<file path="src/etf_pkg.sv">
`timescale 1ns / 1ps

package etf_pkg;

  localparam int COORD_W    = 32;
  localparam int FRAC_BITS  = 28;
  localparam int CNT_W      = 16;
  // z stays within +/-12.0 in Q.28, so 34 signed bits cover it; magnitudes fit 32 bits
  localparam int Z_W        = 34;
  localparam int MAG_W      = 32;
  localparam int SQ_W       = 2 * MAG_W - FRAC_BITS;
  localparam int LEN_W      = SQ_W + 1;
  localparam int LOG_STEPS  = 16;
  localparam int LOG_M_W    = 32;
  localparam int DIV_W      = CNT_W + 17;
  localparam int DIVISOR_W  = CNT_W;

  localparam logic [LEN_W-1:0] FOUR = LEN_W'(4) << FRAC_BITS;
  localparam logic [15:0]      SMOOTH_MAX = 16'hffff;

  typedef enum logic [1:0] {
    REG_MODE  = 2'd0,
    REG_LIMIT = 2'd1,
    REG_JRE   = 2'd2,
    REG_JIM   = 2'd3
  } etf_reg_t;

  typedef enum logic {
    MODE_MANDEL = 1'b0,
    MODE_JULIA  = 1'b1
  } etf_mode_t;

  typedef enum logic [3:0] {
    ST_IDLE,
    ST_MUL,
    ST_ADD,
    ST_LOG1_GO,
    ST_LOG1_WAIT,
    ST_LOG2_GO,
    ST_LOG2_WAIT,
    ST_DIV_GO,
    ST_DIV_WAIT,
    ST_OUT
  } etf_state_t;

  // one beat travelling down the log2 squaring row
  typedef struct packed {
    logic               vld;
    logic [LOG_M_W-1:0] m;
    logic [15:0]        frac;
  } etf_log_beat_t;

  function automatic logic [MAG_W-1:0] mag(input logic signed [Z_W-1:0] v);
    logic [Z_W-1:0] a;
    a = v[Z_W-1] ? Z_W'(-v) : Z_W'(v);
    return a[MAG_W-1:0];
  endfunction

endpackage

</file>
<file path="src/etf_div.sv">
`timescale 1ns / 1ps

// restoring divider, one quotient bit per cycle
module etf_div (
  input  logic                          clk,
  input  logic                          rst_n,
  input  logic                          start,
  input  logic [etf_pkg::DIV_W-1:0]     dividend,
  input  logic [etf_pkg::DIVISOR_W-1:0] divisor,
  output logic                          done,
  output logic [etf_pkg::DIV_W-1:0]     quot
);

  localparam int CW = $clog2(etf_pkg::DIV_W + 1);

  logic                           busy_r;
  logic                           done_r;
  logic [CW-1:0]                  cnt_r;
  logic [etf_pkg::DIVISOR_W-1:0]  rem_r;
  logic [etf_pkg::DIV_W-1:0]      quo_r;
  logic [etf_pkg::DIVISOR_W:0]    trial;
  logic [etf_pkg::DIVISOR_W:0]    diff;
  logic                           ge;

  assign trial = {rem_r, quo_r[etf_pkg::DIV_W-1]};
  assign ge    = trial >= {1'b0, divisor};
  assign diff  = trial - {1'b0, divisor};

  always_ff @(posedge clk) begin
    if (!rst_n) begin
      busy_r <= 1'b0;
      done_r <= 1'b0;
      cnt_r  <= '0;
    end else begin
      done_r <= 1'b0;
      if (start) begin
        busy_r <= 1'b1;
        cnt_r  <= '0;
      end else if (busy_r) begin
        cnt_r <= cnt_r + 1'b1;
        if (cnt_r == CW'(etf_pkg::DIV_W - 1)) begin
          busy_r <= 1'b0;
          done_r <= 1'b1;
        end
      end
    end
    if (start) begin
      rem_r <= '0;
      quo_r <= dividend;
    end else if (busy_r) begin
      rem_r <= ge ? diff[etf_pkg::DIVISOR_W-1:0] : trial[etf_pkg::DIVISOR_W-1:0];
      quo_r <= {quo_r[etf_pkg::DIV_W-2:0], ge};
    end
  end

  assign done = done_r;
  assign quot = quo_r;

endmodule

</file>
<file path="config.mk">
export PLATFORM = sky130hd
export DESIGN_NAME = etf_div
export DESIGN_NICKNAME = d
export VERILOG_FILES = /design/src/etf_pkg.sv /design/src/etf_div.sv
export SDC_FILE = /design/constraint.sdc
export NUM_CORES = 1
export LEC_CHECK = 0
export BUFFER_PORTS_ARGS = -buffer_cell sky130_fd_sc_hd__buf_2
export CAP_MARGIN = 20
export CORE_UTILIZATION = 47
export CTS_BUF_LIST = sky130_fd_sc_hd__clkbuf_8
export CTS_CLUSTER_DIAMETER = 150
export DETAILED_ROUTE_END_ITERATION = 16
export PLACE_DENSITY = 0.82
export SLEW_MARGIN = 5
export SYNTH_ARGS = -nofsm -noshare
export SYNTH_HDL_FRONTEND = slang
export SYNTH_SLANG_ARGS = --single-unit
</file>
<file path="constraint.sdc">
create_clock -name clk -period 5.4 [get_ports clk]
set_clock_uncertainty 0.15 [all_clocks]
set_input_delay 1.08 -clock clk [delete_from_list [all_inputs] [get_ports clk]]
set_output_delay 1.08 -clock clk [all_outputs]
set_load 0.01 [all_outputs]
</file>
After elaboration in Yosys (flattened, before gate mapping)
Index checks and enable logic that the tools add are counted.
- logic and storage cells: 21
- input port bits: 52
- register bits after elaboration: 57
- output and inout bits: 34
- multiplexer cells: 7
- bitwise logic cells: 2
- order comparisons: 1
- reduce and logical (&&, ||, !) cells: 3
- add/sub/neg operators: 2
- eq/ne operators: 1
- operators with widths (cell ; number):
    33-bit two-way mux ; 2
    17-bit by 16-bit >= comparator with 1-bit output ; 1
    16-bit two-way mux ; 1
    16-bit subtractor ; 1
    6-bit by 1-bit adder with 6-bit output (second input constant) ; 1
    6-bit equality test (second input constant) ; 1
    1-bit two-way mux ; 4
    3-bit OR reduction ; 1
    1-bit NOT ; 2
    2-bit nonzero test ; 1
    2-bit OR reduction ; 1

Depth between registers and ports, before layout
- depth after elaboration: 4
- gate-level depth with buffers: 10
- gate-level depth less buffers: 9

Worst setup path after synthesis
No wires, ideal clock.
- path kind: input port to flip-flop
- from: input port divisor[14] (netlist name)
- to: register rem_r[9] (netlist name)
- setup time: 0.116 ns
- path buffers: 1
- slack: 2.192 ns
- cell stages on the path: 9
- data required time: 5.134 ns
- arrival: 2.941 ns
- path through: inv_1 -> ha_1 -> a21o_1 -> a211oi_2 -> o311ai_1 -> or3_1 -> buf_6 -> a211o_1 -> o211a_1
- word-level cells in the longest chain between the ends: 2
- RTL lines (item ; line ; RTL):
    start: declaration ; etf_div.sv:9 ; input logic [etf_pkg::DIVISOR_W-1:0] divisor,
    17-bit by 16-bit >= comparator with 1-bit output ; etf_div.sv:26 ; assign ge = trial >= {1'b0, divisor};
    16-bit two-way mux ; etf_div.sv:51 ; rem_r <= ge ? diff[etf_pkg::DIVISOR_W-1:0] : trial[etf_pkg::DIVISOR_W-1:0];
    end signal: assignment ; etf_div.sv:51 ;
    end: declaration ; etf_div.sv:19 ; logic [etf_pkg::DIVISOR_W-1:0] rem_r;
No other way between the ends.
A chain may end at the register's enable or synchronous reset.

Worst setup path in the final report
- from: input port divisor[14] (netlist name)
- to: register rem_r[0] (netlist name)
The elaborated chain is that of the path after synthesis.

==> metrics.yaml <==
status:
  status: "completed"
yosys:
  yosys.area.top_type: "edfxtp_1"
  ys_seq_elements: 57
  synth-edff-count: 33
  ys_top_cells_by_area: "edfxtp_1 (28%), dfxtp_1 (14%), mux2_2 (10%), ha_1 (6.4%), inv_1 (2.8%)"
  syn_nets: 416
  synth_flop_cell: "edfxtp_1"
  synthTopCellsByCount: "edfxtp_1 (33), mux2_2 (32), inv_1 (26)"
  async_reset_ff_share_pct: 0
  syn-mean-instance-area_um2: 10.2
  yosysWarnings: 0
  ys_seq_area_share_pct: 41.9
  syn_area_um2: 3510
  synth.top_cell.area_share_pct: 28.2
  synth.most_common_cell: "edfxtp_1"
  postSynthCellCount: 345
  ys_types: 63
critical_path:
  r2r_start: "rem_r[13]$_SDFFE_PP0P_"
  crit_start: "divisor[14]"
  r2r_slack_ps: 2460
  cp.required_ps: 5470
  start_kind: "input port"
  cp_max_fo: 16
  r2r_cells: 7
  end_kind: "flip-flop"
  critical_path_arrival_ps: 3540
  reg2reg_to: "rem_r[0]$_SDFFE_PP0P_"
  crit_type: "input port to flip-flop"
  crit_end: "rem_r[0]$_SDFFE_PP0P_"
power:
  clkPwrFrac_pct: 33.6
  peakVddDrop_mv: 0.168
  switchingPower_uw: 307
  total_power_mw: 1.12
  total_leakage_power_nw: 1.71
  p_sw_share_pct: 27.3
  comb_power_share_pct: 20.0
  power_frac_seq_pct: 46.4
  p_int_uw: 818
  power_density_nw_per_um2: 270
route:
  routed-via-count: 2956
  via_per_inst: 5.58
  drc_errors: 0
  ant_nets: 0
  wl_um: 8200
  drtIter0Drc: 212
  drt-wirelength-per-cell_um: 15.5
  firstDrtPassIters: 4
hold_path:
  hold_class: "flip-flop to flip-flop"
clock_tree:
  postCtsHoldBufs: 0
  cts_max_level: 3
  path_clk_slew_ps: 60
  cts_sinks: 57
  ctsResizeCount: 0
  root_buffer: "clkbuf_8"
  cts_tree: "built"
  cts_setup_buffers: 0
  cts_buffers: 9
  clock_latency_ps: 330
  cts_buffer_depth: 2
place:
  pre_cts_ws_ps: 1620
  gp_congestion: 0.854
  io_buffer_count: 85
  placed_cells: 514
  dp_hpwl_um: 6040
  dpl-instance-area_um2: 3980
floorplan:
  dieArea_um2: 7810
  die_y_um: 88.4
  die_w_um: 88.4
  ios: 86
  start_util_pct: 48.6
  rows: 31
  core_area_um2: 7210
finish:
  finalNonFillerCells: 530
  finalNetCount: 497
  final_area_um2: 4170
  syn2layout_area_growth_pct: 18.9
  postLayoutCoreUtil_pct: 57.8
  drive_gt1_share_pct: 33.2
  num_antenna_cells: 0
sta:
  fin_crit_sh_pct: 64.2
  tns_ps: 0
  timing.hold.ws_ps: 332
  fmax_mhz: 289
  post-route-min-period_ps: 3470
  setup_viol: 0
  hold_violations: 0
  worst_slack_ps: 1930
  max-slew-margin-rel_pct: 38.2
  finalMaxSlewViolations: 0
  grt_setup_unrepaired: "no"
  worst_slew_pin_slew_ps: 922
global_route:
  overflow: 0
  grt_max_degree: 44
  grt_usage_pct: 20.8
  grt_pass1_wl_um: 12500
  grt_pass1_vias: 2637
  grt_antenna_before_repair: 0
job:
  drv_cap: 0
## state kept, by name (all words and copies together) (netlist names)
signal,cells
done,1
busy_r,1
rem_r,16
quot,33
cnt_r,6
## per-layer routing
metal | up-vias | GRT usage, % | routed length (um) | share of wire (%)
met5 | - | 0 | 0 | 0
li1 | 1463 | - | - | -
met1 | 1409 | 26.4 | 3630 | 44
met3 | 9 | 4.01 | 266 | 3.2
met2 | 75 | 35.9 | 4210 | 51
met4 | 0 | 6.60 | 94 | 1.1
## power by group through the flow
stage / Combinational, mW / Clock (mW) / Sequential [mW]
floorplan: 0.143 / 0 / 0.538
global route: 0.248 / 0.406 / 0.527
detailed placement: 0.222 / 0 / 0.532
global placement: 0.216 / 0 / 0.529
CTS: 0.224 / 0.383 / 0.523
finish: 0.225 / 0.378 / 0.522
## placed cells by master (no fill, tap or decap), types with 4 or more instances in the layout
cell and count:
dfxtp_1 24, clkbuf_8 10, mux2_2 32, xor2_1 5, o21ai_0 14, ha_1 18, nor2_1 25, a211oi_1 6
o21a_1 4, a21oi_1 19, buf_2 85, nor2b_1 4, nor3_1 13, nand4_1 8, inv_1 28, edfxtp_1 33
o211ai_1 9, nand3_1 8, or3_1 5, xnor2_1 4, nand2_1 16
## worst min-delay path by stage
stage                                 from                      to  slack (ps)  cells after the start
floorplan            cnt_r[5]$_SDFFE_PP0P_         done$_SDFF_PP0_         290                      2
detailed placement  rem_r[15]$_SDFFE_PP0P_  rem_r[15]$_SDFFE_PP0P_         320                      2
global route        rem_r[15]$_SDFFE_PP0P_  rem_r[15]$_SDFFE_PP0P_         360                      2
CTS                 rem_r[15]$_SDFFE_PP0P_  rem_r[15]$_SDFFE_PP0P_         330                      2
global placement     cnt_r[5]$_SDFFE_PP0P_   cnt_r[5]$_SDFFE_PP0P_         320                      2
finish              rem_r[15]$_SDFFE_PP0P_  rem_r[15]$_SDFFE_PP0P_         330                      2
## worst max-delay path, cell delays in order
cell,delay (ps)
buf_2,70
inv_1,30
ha_1,340
a21o_1,230
a211oi_2,340
o311ai_1,190
nor3_2,730
o21ai_0,220
a311oi_1,310
## cells by family (layout without fill, tap and decap cells)
group	count (synthesis)	in the layout	synth area share, %
buffers and inverters	42	128	5.10
and+or+nand+nor	98	98	14.6
DFF	57	57	41.9
xor gates and xnor gates	9	9	2.25
AOI/OAI and AO/OA	86	86	18.3
muxes	34	34	10.8
adders and majority gates	19	19	6.99
## cell type report
cell class	instances	area, um2
Clock inverter	6	50.0
Timing Repair Buffer	86	433
Inverter	26	97.6
Sequential cell	57	1470
Clock buffer	10	138
Multi-Input combinational cell	246	1860
Tap cell	99	124
Fill cell	663	3040
(Power assumes the default switching activity.)
